--- src/design/rttyf_pkg.sv ---
// Package with shared types, constants and the ITA2 lookup table of the RTTY framer.
`default_nettype none

package rttyf_pkg;

  localparam int unsigned IDLE_CODES_DEF = 16;
  localparam int unsigned REP_W          = 5;
  localparam int unsigned Q_DEPTH        = 2;

  localparam logic [4:0] CODE_LETTERS = 5'd31;
  localparam logic [4:0] CODE_FIGURES = 5'd27;
  localparam logic [4:0] CODE_CR      = 5'd8;
  localparam logic [4:0] CODE_LF      = 5'd2;

  localparam logic [7:0] CHAR_CR      = 8'h0D;
  localparam logic [7:0] CHAR_LF      = 8'h0A;
  localparam logic [7:0] CHAR_SPACE   = 8'h20;
  localparam logic [7:0] CHAR_AT      = 8'h40;
  localparam logic [7:0] CHAR_LOW_A   = 8'h61;
  localparam logic [7:0] CHAR_LOW_Z   = 8'h7A;
  localparam logic [7:0] CASE_MASK    = 8'h5F;
  localparam logic [7:0] TABLE_BASE   = 8'h20;
  localparam logic [7:0] TABLE_END    = 8'h5B;

  localparam logic REQ_CHAR = 1'b0;
  localparam logic REQ_IDLE = 1'b1;

  // One queued job: code_a sent rep times, then code_b once if has_b.
  typedef struct packed {
    logic [4:0]       code_a;
    logic [REP_W-1:0] rep;
    logic             has_b;
    logic [4:0]       code_b;
  } rttyf_job_t;

  // ITA2 code for characters 0x20 to 0x5A; index is the byte minus 0x20.
  function automatic logic [4:0] ita2_lookup(input logic [5:0] idx);
    logic [4:0] code;
    unique case (idx)
      6'd0:  code = 5'd4;   6'd1:  code = 5'd13;  6'd2:  code = 5'd17;
      6'd3:  code = 5'd20;  6'd4:  code = 5'd9;   6'd5:  code = 5'd0;
      6'd6:  code = 5'd26;  6'd7:  code = 5'd11;  6'd8:  code = 5'd15;
      6'd9:  code = 5'd18;  6'd10: code = 5'd0;   6'd11: code = 5'd0;
      6'd12: code = 5'd12;  6'd13: code = 5'd3;   6'd14: code = 5'd28;
      6'd15: code = 5'd29;  6'd16: code = 5'd22;  6'd17: code = 5'd23;
      6'd18: code = 5'd19;  6'd19: code = 5'd1;   6'd20: code = 5'd10;
      6'd21: code = 5'd16;  6'd22: code = 5'd21;  6'd23: code = 5'd7;
      6'd24: code = 5'd6;   6'd25: code = 5'd24;  6'd26: code = 5'd14;
      6'd27: code = 5'd30;  6'd28: code = 5'd0;   6'd29: code = 5'd0;
      6'd30: code = 5'd0;   6'd31: code = 5'd25;  6'd32: code = 5'd0;
      6'd33: code = 5'd3;   6'd34: code = 5'd25;  6'd35: code = 5'd14;
      6'd36: code = 5'd9;   6'd37: code = 5'd1;   6'd38: code = 5'd13;
      6'd39: code = 5'd26;  6'd40: code = 5'd20;  6'd41: code = 5'd6;
      6'd42: code = 5'd11;  6'd43: code = 5'd15;  6'd44: code = 5'd18;
      6'd45: code = 5'd28;  6'd46: code = 5'd12;  6'd47: code = 5'd24;
      6'd48: code = 5'd22;  6'd49: code = 5'd23;  6'd50: code = 5'd10;
      6'd51: code = 5'd5;   6'd52: code = 5'd16;  6'd53: code = 5'd7;
      6'd54: code = 5'd30;  6'd55: code = 5'd19;  6'd56: code = 5'd29;
      6'd57: code = 5'd21;  6'd58: code = 5'd17;
      default: code = 5'd0;
    endcase
    return code;
  endfunction

endpackage

`default_nettype wire

--- src/design/rttyf_if.sv ---
// Valid/ready channel interfaces for the request and code streams of the RTTY framer.
`default_nettype none

interface rttyf_in_if;
  logic       valid;
  logic       ready;
  logic       req_type;
  logic [7:0] ascii_char;

  modport source (output valid, output req_type, output ascii_char, input ready);
  modport sink   (input valid, input req_type, input ascii_char, output ready);
endinterface

interface rttyf_out_if;
  logic       valid;
  logic       ready;
  logic [4:0] ita2_code;
  logic [7:0] line_frame;
  logic       last_code;

  modport source (output valid, output ita2_code, output line_frame, output last_code,
                  input ready);
  modport sink   (input valid, input ita2_code, input line_frame, input last_code,
                  output ready);
endinterface

`default_nettype wire

--- src/design/rttyf_front.sv ---
// Front end: classifies each request, tracks the shift state and builds a code job.
`default_nettype none

module rttyf_front
  import rttyf_pkg::*;
#(
  parameter int unsigned IdleCodes = IDLE_CODES_DEF
) (
  input  wire logic       clk,
  input  wire logic       rst_n,
  input  wire logic       accept,
  input  wire logic       req_type,
  input  wire logic [7:0] ascii_char,
  output logic            job_valid,
  output rttyf_job_t      job
);

  logic       figures_r, figures_nxt;
  logic [7:0] folded;
  logic       shift_due;
  logic [4:0] shift_code;
  logic       char_ok;
  logic [4:0] char_code;
  logic [5:0] tbl_idx;

  always_comb begin
    folded = ascii_char;
    if (ascii_char >= CHAR_LOW_A && ascii_char <= CHAR_LOW_Z) begin
      folded = ascii_char & CASE_MASK;
    end
    tbl_idx   = 6'(folded - TABLE_BASE);
    char_ok   = (folded >= TABLE_BASE) && (folded < TABLE_END);
    char_code = ita2_lookup(tbl_idx);
  end

  always_comb begin
    figures_nxt = figures_r;
    shift_due   = 1'b0;
    shift_code  = CODE_FIGURES;
    job_valid   = 1'b1;
    job         = '{code_a: CODE_LETTERS, rep: REP_W'(IdleCodes), has_b: 1'b0,
                    code_b: char_code};
    if (req_type == REQ_IDLE) begin
      figures_nxt = 1'b0;
    end else if (ascii_char == CHAR_CR) begin
      job.code_a = CODE_CR;
      job.rep    = REP_W'(1);
    end else if (ascii_char == CHAR_LF) begin
      job.code_a = CODE_LF;
      job.rep    = REP_W'(1);
    end else begin
      if (folded == CHAR_SPACE) begin
        figures_nxt = 1'b0;
      end else if (folded < CHAR_AT || folded[7]) begin
        shift_due   = !figures_r;
        shift_code  = CODE_FIGURES;
        figures_nxt = 1'b1;
      end else begin
        shift_due   = figures_r;
        shift_code  = CODE_LETTERS;
        figures_nxt = 1'b0;
      end
      job.rep = REP_W'(1);
      if (shift_due) begin
        job.code_a = shift_code;
        job.has_b  = char_ok;
      end else begin
        job.code_a = char_code;
        job_valid  = char_ok;
      end
    end
  end

  always_ff @(posedge clk) begin
    if (!rst_n) begin
      figures_r <= 1'b0;
    end else if (accept) begin
      figures_r <= figures_nxt;
    end
  end

endmodule

`default_nettype wire

--- src/design/rttyf_queue.sv ---
// Small job queue that decouples the classifier from the code sequencer.
`default_nettype none

module rttyf_queue
  import rttyf_pkg::*;
(
  input  wire logic       clk,
  input  wire logic       rst_n,
  input  wire logic       push,
  input  rttyf_job_t      push_job,
  output logic            not_full,
  input  wire logic       pop,
  output logic            not_empty,
  output rttyf_job_t      head_job
);

  localparam int unsigned PtrW = (Q_DEPTH > 1) ? $clog2(Q_DEPTH) : 1;
  localparam int unsigned CntW = $clog2(Q_DEPTH + 1);

  rttyf_job_t          slots_r [Q_DEPTH];
  logic [PtrW-1:0]     wr_ptr_r, rd_ptr_r;
  logic [CntW-1:0]     count_r;

  assign not_full  = (count_r != CntW'(Q_DEPTH));
  assign not_empty = (count_r != '0);
  assign head_job  = slots_r[rd_ptr_r];

  function automatic logic [PtrW-1:0] ptr_inc(input logic [PtrW-1:0] p);
    return (p == PtrW'(Q_DEPTH - 1)) ? '0 : PtrW'(p + 1'b1);
  endfunction

  always_ff @(posedge clk) begin
    if (push) begin
      slots_r[wr_ptr_r] <= push_job;
    end
  end

  always_ff @(posedge clk) begin
    if (!rst_n) begin
      wr_ptr_r <= '0;
      rd_ptr_r <= '0;
      count_r  <= '0;
    end else begin
      if (push) begin
        wr_ptr_r <= ptr_inc(wr_ptr_r);
      end
      if (pop) begin
        rd_ptr_r <= ptr_inc(rd_ptr_r);
      end
      if (push && !pop) begin
        count_r <= count_r + 1'b1;
      end else if (pop && !push) begin
        count_r <= count_r - 1'b1;
      end
    end
  end

endmodule

`default_nettype wire

--- src/design/rttyf_back.sv ---
// Back end: expands queued jobs into one framed code per cycle behind an output register.
`default_nettype none

module rttyf_back
  import rttyf_pkg::*;
(
  input  wire logic       clk,
  input  wire logic       rst_n,
  input  wire logic       q_valid,
  input  rttyf_job_t      q_head,
  output logic            q_pop,
  output logic            out_valid,
  input  wire logic       out_ready,
  output logic [4:0]      out_code,
  output logic [7:0]      out_frame,
  output logic            out_last
);

  logic       busy_r, busy_nxt;
  rttyf_job_t job_r, job_nxt;
  rttyf_job_t cur;
  logic       out_valid_r, out_valid_nxt;
  logic [4:0] code_r, code_nxt;
  logic       last_r, last_nxt;
  logic       adv, fire;
  logic       emit_last;
  logic [4:0] emit_code;

  assign adv = !out_valid_r || out_ready;
  assign cur = busy_r ? job_r : q_head;
  assign fire = adv && (busy_r || q_valid);
  assign q_pop = fire && !busy_r;

  always_comb begin
    job_nxt = cur;
    if (cur.rep != '0) begin
      emit_code   = cur.code_a;
      emit_last   = (cur.rep == REP_W'(1)) && !cur.has_b;
      job_nxt.rep = cur.rep - 1'b1;
    end else begin
      emit_code = cur.code_b;
      emit_last = 1'b1;
    end
  end

  always_comb begin
    busy_nxt      = busy_r;
    out_valid_nxt = out_valid_r;
    code_nxt      = code_r;
    last_nxt      = last_r;
    if (fire) begin
      busy_nxt      = !emit_last;
      out_valid_nxt = 1'b1;
      code_nxt      = emit_code;
      last_nxt      = emit_last;
    end else if (adv) begin
      out_valid_nxt = 1'b0;
    end
  end

  always_ff @(posedge clk) begin
    if (!rst_n) begin
      busy_r      <= 1'b0;
      out_valid_r <= 1'b0;
    end else begin
      busy_r      <= busy_nxt;
      out_valid_r <= out_valid_nxt;
    end
  end

  always_ff @(posedge clk) begin
    if (fire) begin
      job_r <= job_nxt;
    end
    code_r <= code_nxt;
    last_r <= last_nxt;
  end

  assign out_valid = out_valid_r;
  assign out_code  = code_r;
  assign out_frame = {2'b11, code_r, 1'b0};
  assign out_last  = last_r;

endmodule

`default_nettype wire

--- src/design/ascii_to_ita2_rtty_framer.sv ---
// Top level of the ASCII to ITA2 RTTY framer: front end, job queue and code sequencer.
//
//   Channel  Direction  Payload                                 Handshake
//   in_ch    sink       req_type[0:0], ascii_char[7:0]          valid / ready
//   out_ch   source     ita2_code[4:0], line_frame[7:0],        valid / ready
//                       last_code[0:0]
//
// An item is accepted on any cycle with a free queue slot, so requests can
// arrive back to back. The sequencer sends one framed code per cycle while
// the output is not stalled: a character item yields one or two codes (shift
// code plus character), an idle item yields IDLE_CODES Letters codes, and an
// item that maps to no code yields none. The first code of an item passes
// through a queue slot and then the output register, after any earlier codes.
// Reset is synchronous and empties the queue and output register and sets the
// letters shift. A stalled output holds its code, and input stalls only when
// the two-entry queue fills.
`default_nettype none

module ascii_to_ita2_rtty_framer
  import rttyf_pkg::*;
#(
  parameter int unsigned IDLE_CODES = IDLE_CODES_DEF
) (
  input  wire logic    clk,
  input  wire logic    rst_n,
  rttyf_in_if.sink     in_ch,
  rttyf_out_if.source  out_ch
);

  logic       in_accept;
  logic       q_not_full;
  logic       q_not_empty;
  logic       job_valid;
  logic       q_pop;
  rttyf_job_t new_job;
  rttyf_job_t head_job;

  // Items are taken whenever the queue has room; the front end always decides
  // within the accepting cycle, so ready only reflects queue space.
  assign in_ch.ready = q_not_full;
  assign in_accept   = in_ch.valid && q_not_full;

  rttyf_front #(
    .IdleCodes (IDLE_CODES)
  ) u_front (
    .clk        (clk),
    .rst_n      (rst_n),
    .accept     (in_accept),
    .req_type   (in_ch.req_type),
    .ascii_char (in_ch.ascii_char),
    .job_valid  (job_valid),
    .job        (new_job)
  );

  // Items that produce no code (bytes outside the table other than CR and LF, when
  // no shift is due) still update the shift state but never enter the queue.
  rttyf_queue u_queue (
    .clk       (clk),
    .rst_n     (rst_n),
    .push      (in_accept && job_valid),
    .push_job  (new_job),
    .not_full  (q_not_full),
    .pop       (q_pop),
    .not_empty (q_not_empty),
    .head_job  (head_job)
  );

  // The sequencer works directly from the queue head for the first code of a
  // job and keeps the remainder locally, so consecutive jobs flow without gaps.
  rttyf_back u_back (
    .clk       (clk),
    .rst_n     (rst_n),
    .q_valid   (q_not_empty),
    .q_head    (head_job),
    .q_pop     (q_pop),
    .out_valid (out_ch.valid),
    .out_ready (out_ch.ready),
    .out_code  (out_ch.ita2_code),
    .out_frame (out_ch.line_frame),
    .out_last  (out_ch.last_code)
  );

endmodule

`default_nettype wire

--- src/flat_wrapper.sv ---
// flat-port wrapper written by rule: the top's interface ports become plain ports
module ascii_to_ita2_rtty_framer_flat import rttyf_pkg::*;
#(
  parameter int unsigned IDLE_CODES = IDLE_CODES_DEF
)
  (clk, rst_n, in_ch_valid, in_ch_req_type, in_ch_ascii_char, in_ch_ready, out_ch_valid, out_ch_ita2_code, out_ch_line_frame, out_ch_last_code, out_ch_ready);
  rttyf_in_if in_ch_i ();
  rttyf_out_if out_ch_i ();
  input  wire logic clk;
  input  wire logic rst_n;
  input wire logic [$bits(in_ch_i.valid)-1:0] in_ch_valid;
  input wire logic [$bits(in_ch_i.req_type)-1:0] in_ch_req_type;
  input wire logic [$bits(in_ch_i.ascii_char)-1:0] in_ch_ascii_char;
  output wire logic [$bits(in_ch_i.ready)-1:0] in_ch_ready;
  output wire logic [$bits(out_ch_i.valid)-1:0] out_ch_valid;
  output wire logic [$bits(out_ch_i.ita2_code)-1:0] out_ch_ita2_code;
  output wire logic [$bits(out_ch_i.line_frame)-1:0] out_ch_line_frame;
  output wire logic [$bits(out_ch_i.last_code)-1:0] out_ch_last_code;
  input wire logic [$bits(out_ch_i.ready)-1:0] out_ch_ready;
  assign in_ch_i.valid = in_ch_valid;
  assign in_ch_i.req_type = in_ch_req_type;
  assign in_ch_i.ascii_char = in_ch_ascii_char;
  assign in_ch_ready = in_ch_i.ready;
  assign out_ch_valid = out_ch_i.valid;
  assign out_ch_ita2_code = out_ch_i.ita2_code;
  assign out_ch_line_frame = out_ch_i.line_frame;
  assign out_ch_last_code = out_ch_i.last_code;
  assign out_ch_i.ready = out_ch_ready;
  ascii_to_ita2_rtty_framer #(.IDLE_CODES(IDLE_CODES)) u_core (.clk(clk), .rst_n(rst_n), .in_ch(in_ch_i), .out_ch(out_ch_i));
endmodule
--- config.mk ---
export PLATFORM = sky130hd
export DESIGN_NAME = ascii_to_ita2_rtty_framer_flat
export DESIGN_NICKNAME = d
export VERILOG_FILES = /design/src/design/rttyf_pkg.sv /design/src/design/rttyf_if.sv /design/src/design/rttyf_front.sv /design/src/design/rttyf_queue.sv /design/src/design/rttyf_back.sv /design/src/design/ascii_to_ita2_rtty_framer.sv /design/src/flat_wrapper.sv
export SDC_FILE = /design/constraint.sdc
export NUM_CORES = 1
export LEC_CHECK = 0
export BUFFER_PORTS_ARGS = -buffer_cell sky130_fd_sc_hd__buf_2
export CORE_UTILIZATION = 54
export DETAILED_ROUTE_END_ITERATION = 12
export GPL_TIMING_DRIVEN = 0
export PLACE_DENSITY = 0.81
export SLEW_MARGIN = 20
export SYNTH_ARGS = -nofsm -noshare
export SYNTH_HDL_FRONTEND = slang
export SYNTH_SLANG_ARGS = --single-unit
--- constraint.sdc ---
create_clock -name clk -period 2.3 [get_ports clk]
set_input_delay 0 -clock clk [delete_from_list [all_inputs] [get_ports clk]]
set_output_delay 0 -clock clk [all_outputs]
set_load 0.02 [all_outputs]
==> results of run 1 <==
==> kinds of logic after synthesis <==
family,Yosys count,share of synthesized area (%)
simple gates,85,13.3
compound gates,74,15.7
flops,56,48.3
buf+inv,37,5.89
mux,33,10.6
fa+ha+maj,12,4.53
xor+xnor,5,1.32
other cells,2,0.227
==> power by group <==
group          switching [µW]  internal (µW)  leakage [µW]
Combinational             986            684      0.000849
Sequential                152           1600      0.000511
Clock                     294            246     0.0000455
Total                    1430           2530       0.00141
==> metrics by stage <==
stage	utilization [%]	total power, µW	setup slack (ns)	instances	hold slack (ns)
6_report	62.2	3960	0.112	415	0.00173
5_1_grt	62.2	4210	0.00297	415	0.0423
4_1_cts	62.0	3960	0.0240	415	0.0134
3_3_place_gp	59.7	3270	-0.480	405	0.300
2_1_floorplan	-	2940	0.0273	305	0.0989
3_5_place_dp	60.1	3400	-0.478	406	0.302
==> worst max-delay path, delay by kind of cell <==
kind,cells,cell delay (ns)
AOI/OAI and AO/OA,3,0.64
adders and majority gates,2,0.57
buffers and inverters,3,0.50
and+or+nand+nor,3,0.71
==> synth_stat cells, types with 5 or more instances <==
cell type	instances
nand2_1	25
mux2_2	7
buf_2	8
nand2b_1	7
or3_1	5
dfxtp_1	8
ha_1	12
nor2_1	15
a21oi_1	11
inv_1	11
buf_4	10
edfxtp_1	48
clkbuf_1	5
nor2b_1	7
mux2i_1	25
a31oi_1	5
nand3_1	5
and2_1	5
o21ai_0	23
nor3_1	6
==> final timing paths <==
kind                                    startpoint                                endpoint  slack (ns)  cells after the start
max reg2reg                               register     u_core.u_back.out_code[4]$_DFFE_PP_        0.18                      7
max                            in_ch_ascii_char[1]  u_core.u_queue.count_r[1]$_SDFFE_PN0P_        0.11                     11
min                                   out_ch_ready       u_core.u_back.busy_r$_SDFFE_PN0P_       0.002                      4
min reg2reg  u_core.u_front.figures_r$_SDFFE_PN0P_   u_core.u_front.figures_r$_SDFFE_PN0P_        0.54                      2
==> final cells by class <==
type                    instances  area (µm²)  share of cell area [%]
plain buffers                  24         149                    4.05
clock buffers                   8        90.1                    2.45
inverters                      12        45.0                    1.22
multi-input cells             212        1540                    41.8
flip-flops and latches         56        1600                    43.6
well taps                      75        93.8                    2.55
repair buffers                 28         160                    4.35
==> sequential cells by signal, summed over array words and instances, names as in the netlist, named ones only <==
| signal | flops |
|---|---|
| u_core.u_back.out_last | 1 |
| u_core.u_back.out_valid | 1 |
| u_core.u_back.out_code | 5 |
| u_core.u_queue.rd_ptr_r | 1 |
| u_core.u_back.job_r | 16 |
| u_core.u_queue.wr_ptr_r | 1 |
| u_core.u_queue.slots_r | 26 |
| u_core.u_back.busy_r | 1 |
| u_core.u_queue.count_r | 2 |
| u_core.u_front.figures_r | 1 |
==> routing by layer <==
layer / part of all wire [%] / track usage (%) / vias up / wire, µm
li1: - / - / 1179 / -
met1: 43 / 27.5 / 1132 / 2850
met2: 52 / 40.9 / 62 / 3470
met3: 3.5 / 3.18 / 8 / 232
met4: 2.0 / 10.0 / 0 / 132
met5: 0 / 0 / - / 0
==> what timing repair did <==
action                                  4_1_cts  5_1_grt
hold endpoints to repair                      6        0
hold buffers                                  2        0
endpoints found under the setup margin       10        8
resized for setup                             4        4
==> flow_metrics.env, run 1 <==
export IMPL_status="finished, final reports clean"
export IMPL_finalSetupTns_ns=0
export IMPL_cp_slowest_cell="ha_1"
export IMPL_ys_warn_count=0
export IMPL_rsz0062_at_grt="false"
export IMPL_grt_max_degree=16
export IMPL_antenna_cells=0
export IMPL_wl_per_cell_um=16.1
export IMPL_peakVddDrop_uv=693
export IMPL_antenna_left=0
export IMPL_top_level_ports=29
export IMPL_drive_above_1_share_pct=23.2
export IMPL_ys_seq_area_share_pct=48.3
export IMPL_path_clk_slew_ns=0.09
export IMPL_p_leak_uw=0.00141
export IMPL_cts_buffer_depth=2
export IMPL_post_cts_buffers=0
export IMPL_grt_overflow_total=0
export IMPL_max_slew_margin_pct=52.3
export IMPL_syn_inst=304
export IMPL_fin_crit_ns=2.19
export IMPL_start_util_pct=56.0
export IMPL_fin_area_um2=3680
export IMPL_mostFrequentLayoutCell="edfxtp_1"
export IMPL_worst_clock_skew_ns=0.00673
export IMPL_dp_final_hpwl_um=4900
export IMPL_antenna_found_initial=0
export IMPL_final_nets=364
export IMPL_drv_cap=0
export IMPL_port_buffers=25
export IMPL_cts_tree="built"
export IMPL_rows=28
export IMPL_ys_ff_latch=56
export IMPL_yosys_area_top_type="edfxtp_1"
export IMPL_final_cell_mix="edfxtp_1 (48), buf_2 (33), nand2_1 (25), mux2i_1 (25), o21ai_0 (23)"
export IMPL_hp_class="primary input to register"
export IMPL_vias_per_cell=5.74
export IMPL_crit_path_max_fanout=10
export IMPL_setup_violations=0
export IMPL_yosysUniqueCellTypes=57
export IMPL_synth_ff_type="edfxtp_1"
export IMPL_async_reset_ff_share_pct=0
export IMPL_worstSkewPairLatency_ns=0.31
export IMPL_cts_buffers_inserted=5
export IMPL_fill_cells=474
export IMPL_finalMaxSlewViolations=0
export IMPL_place_congestion=0.964
export IMPL_grt_pass1_vias=2263
export IMPL_h_tree_depth=2
export IMPL_grt_usage_pct=22.9
export IMPL_crit_path_max_incr_delay_ns=0.38
export IMPL_drt_pass1_iter_count=5
export IMPL_cp_arrival_ns=2.42
export IMPL_synth_top_area_share_pct=43.5
export IMPL_hold_viol=0
export IMPL_core_um2=5920
export IMPL_period_share_pct=95.1
export IMPL_worstPathRequired_ns=2.54
export IMPL_endpoint_kind="register"
export IMPL_die_y_um=80.3
export IMPL_die_w_um=80.3
export IMPL_tightest_slew_ns=0.713
export IMPL_root_buffer="clkbuf_8"
export IMPL_synth_area_per_cell_um2=10.9
export IMPL_area_growth_pct=11.1
export IMPL_detail_route_wirelength_um=6680
export IMPL_powerDensity_nw_per_um2=1080
export IMPL_dpl_cell_area_um2=3560
export IMPL_grt_pass1_wl_um=11100
export IMPL_vias=2381
export IMPL_fmaxAchievable_mhz=457
export IMPL_die_area_um2=6450
export IMPL_cp_cell_sequence="buf_2, inv_2, ha_1, clkbuf_2, nor2_2, nand4_2, a41oi_2, a41oi_2, ha_1, or3_1, a21boi_0"
export IMPL_cp_start_kind="primary input"
export IMPL_netlist_area_um2=3310
export IMPL_ys_top_cells_by_area="edfxtp_1 (44%), mux2i_1 (7.6%), dfxtp_1 (4.8%)"
export IMPL_critPathKind="primary input to register"
export IMPL_drc_errors=0
export IMPL_synth_edf_count=48
export IMPL_cts_sinks=56
export IMPL_first_iter_violations=88
Power figures use the tool's default switching activity.
==> run 2: changes to the inputs <==
--- a/config.mk
+++ b/config.mk
@@ -7,6 +7,7 @@
 export LEC_CHECK = 0
 export BUFFER_PORTS_ARGS = -buffer_cell sky130_fd_sc_hd__buf_2
 export CORE_UTILIZATION = 54
+export CTS_CLUSTER_SIZE = 25
 export DETAILED_ROUTE_END_ITERATION = 12
 export GPL_TIMING_DRIVEN = 0
 export PLACE_DENSITY = 0.81
==> constraint.sdc (replaced) <==
create_clock -name clk -period 2.3 [get_ports clk]
set_input_delay 0.115 -clock clk [delete_from_list [all_inputs] [get_ports clk]]
set_output_delay 0.115 -clock clk [all_outputs]
set_load 0.02 [all_outputs]
==> run 2 against run 1 <==
Compared with the run above:
- combinational power about the same
- largest cell class unchanged
- critical path depth did not move
- non-clock buffer count decreased by 1
- sequential cell count is the same
- via count fell by 0.34%
- routed wire length about the same
- critical endpoint is now u_core.u_queue.slots_r[1][14]$_DFFE_PP_
- first-iteration DRC count is 3.4% lower
- clock power fell by 0.7%
- critical path type unchanged
==> flow_metrics.env, run 2 (same netlist as run 1, synthesis figures left out) <==
export IMPL_antenna_found_initial=0
export IMPL_grtUsageMet3_pct=3.18
export IMPL_top_level_ports=29
export IMPL_gr_max_usage_layer="met2"
export IMPL_grt_pass1_wl_um=11000
export IMPL_vias_per_cell=5.73
export IMPL_grt_usage_pct=22.7
export IMPL_rows=28
export IMPL_hold_viol=0
export IMPL_antenna_cells=0
export IMPL_dpl_cell_area_um2=3560
export IMPL_regMostFlops="u_core.u_queue.slots_r"
export IMPL_h_tree_depth=2
export IMPL_root_buffer="clkbuf_8"
export IMPL_start_util_pct=56.0
export IMPL_final_cell_mix="edfxtp_1 (48), buf_2 (32), nand2_1 (25), mux2i_1 (25), o21ai_0 (23)"
export IMPL_worstPathRequired_ns=2.35
export IMPL_crit_path_max_fanout=10
export IMPL_grt_overflow_total=0
export IMPL_p_leak_uw=0.00141
export IMPL_place_congestion=0.964
export IMPL_peakVddDrop_uv=692
export IMPL_grt_max_degree=16
export IMPL_worstSkewPairLatency_ns=0.31
export IMPL_worst_clock_skew_ns=0.00834
export IMPL_cp_arrival_ns=2.24
export IMPL_hp_class="primary input to register"
export IMPL_core_um2=5920
export IMPL_fill_cells=470
export IMPL_port_buffers=25
export IMPL_grt_met1_usage_pct=27.5
export IMPL_drv_cap=0
export IMPL_rsz0062_at_grt="false"
export IMPL_die_y_um=80.3
export IMPL_largest_reg_flops=26
export IMPL_cts_sinks=56
export IMPL_antenna_left=0
export IMPL_finalMaxSlewViolations=0
export IMPL_cts_tree="built"
export IMPL_area_growth_pct=10.9
export IMPL_critPathKind="primary input to register"
export IMPL_grt_pass1_vias=2244
export IMPL_tightest_slew_ns=0.578
export IMPL_dp_final_hpwl_um=4900
export IMPL_detail_route_wirelength_um=6680
export IMPL_status="finished, final reports clean"
export IMPL_drc_errors=0
export IMPL_period_share_pct=95.1
export IMPL_cts_buffer_depth=2
export IMPL_fin_area_um2=3670
export IMPL_drive_above_1_share_pct=23.6
export IMPL_cts_hold_buffers=0
export IMPL_cp_start_kind="primary input"
export IMPL_wl_per_cell_um=16.1
export IMPL_drt_pass1_iter_count=4
export IMPL_die_w_um=80.3
export IMPL_endpoint_kind="register"
export IMPL_vias=2373
export IMPL_path_clk_slew_ns=0.09
export IMPL_setup_violations=0
export IMPL_powerDensity_nw_per_um2=1090
export IMPL_cts_buffers_inserted=5
export IMPL_max_slew_margin_pct=61.1
export IMPL_fin_crit_ns=2.19
export IMPL_mostFrequentLayoutCell="edfxtp_1"
export IMPL_grt_met2_usage_pct=39.9
export IMPL_die_area_um2=6450
export IMPL_final_nets=363
export IMPL_first_iter_violations=85
export IMPL_finalSetupTns_ns=0
export IMPL_fmaxAchievable_mhz=457
[run 2: cell count changes in the layout (fill, tap and decap cells not counted), sizes merged]
cell,delta
buf,+1
dlygate4sd3,-2
[run 2: timing repair]
| action | 4_1_cts | 5_1_grt |
|---|---|---|
| resized for setup | 7 | 3 |
| buffers inserted | 0 | 1 |
| pin swaps | 1 | 3 |
| endpoints found under the setup margin | 13 | 19 |
[run 2: worst paths after layout]
path | start | end | slack [ns] | cells after the start
worst min-delay path | rst_n | u_core.u_queue.wr_ptr_r$_SDFFE_PN0P_ | 0.09 | 2
worst min register to register | u_core.u_front.figures_r$_SDFFE_PN0P_ | u_core.u_front.figures_r$_SDFFE_PN0P_ | 0.53 | 2
worst max-delay path | in_ch_ascii_char[1] | u_core.u_queue.slots_r[1][14]$_DFFE_PP_ | 0.11 | 11
worst max register to register | register | u_core.u_back.out_code[4]$_DFFE_PP_ | 0.19 | 7
[run 2: stage by stage]
step / hold WS (ns) / power (µW) / cells / worst slack, ns / utilization (%)
detailed placement: 0.417 / 3400 / 406 / -0.478 / 60.1
finish: 0.0927 / 4000 / 414 / 0.112 / 62.1
global route: 0.0999 / 4230 / 414 / 0.00578 / 62.1
CTS: 0.0915 / 3950 / 413 / 0.0485 / 61.8
floorplan: 0.214 / 2940 / 305 / 0.0273 / -
global placement: 0.415 / 3270 / 405 / -0.595 / 59.7
[run 2: critical path, stage by stage]
cell and delay (ns):
buf_4 0.16, inv_2 0.09, ha_1 0.18, clkbuf_2 0.18, nor2_2 0.18, nand4_2 0.16, and3_1 0.22, buf_6 0.13
mux2i_1 0.12, a221o_1 0.39, o31a_1 0.32
[run 2: layout make-up]
cell class,instances,area (µm²),area share (%)
sequential,56,1600,43.6
multi-input combinational,212,1540,42.0
timing repair buffer,27,150,4.09
buffer,24,149,4.05
tap,75,93.8,2.55
clock buffer,8,90.1,2.45
inverter,12,45.0,1.23
[run 2: routing by layer]
layer / part of all wire, % / routed length [µm]
met2: 51 / 3400
met4: 2.5 / 165
met5: 0 / 0
met1: 43 / 2870
met3: 3.6 / 243
[run 2: report_power, final]
group | internal, µW | switching [µW]
Sequential | 1600 | 153
Clock | 246 | 290
Combinational | 706 | 998
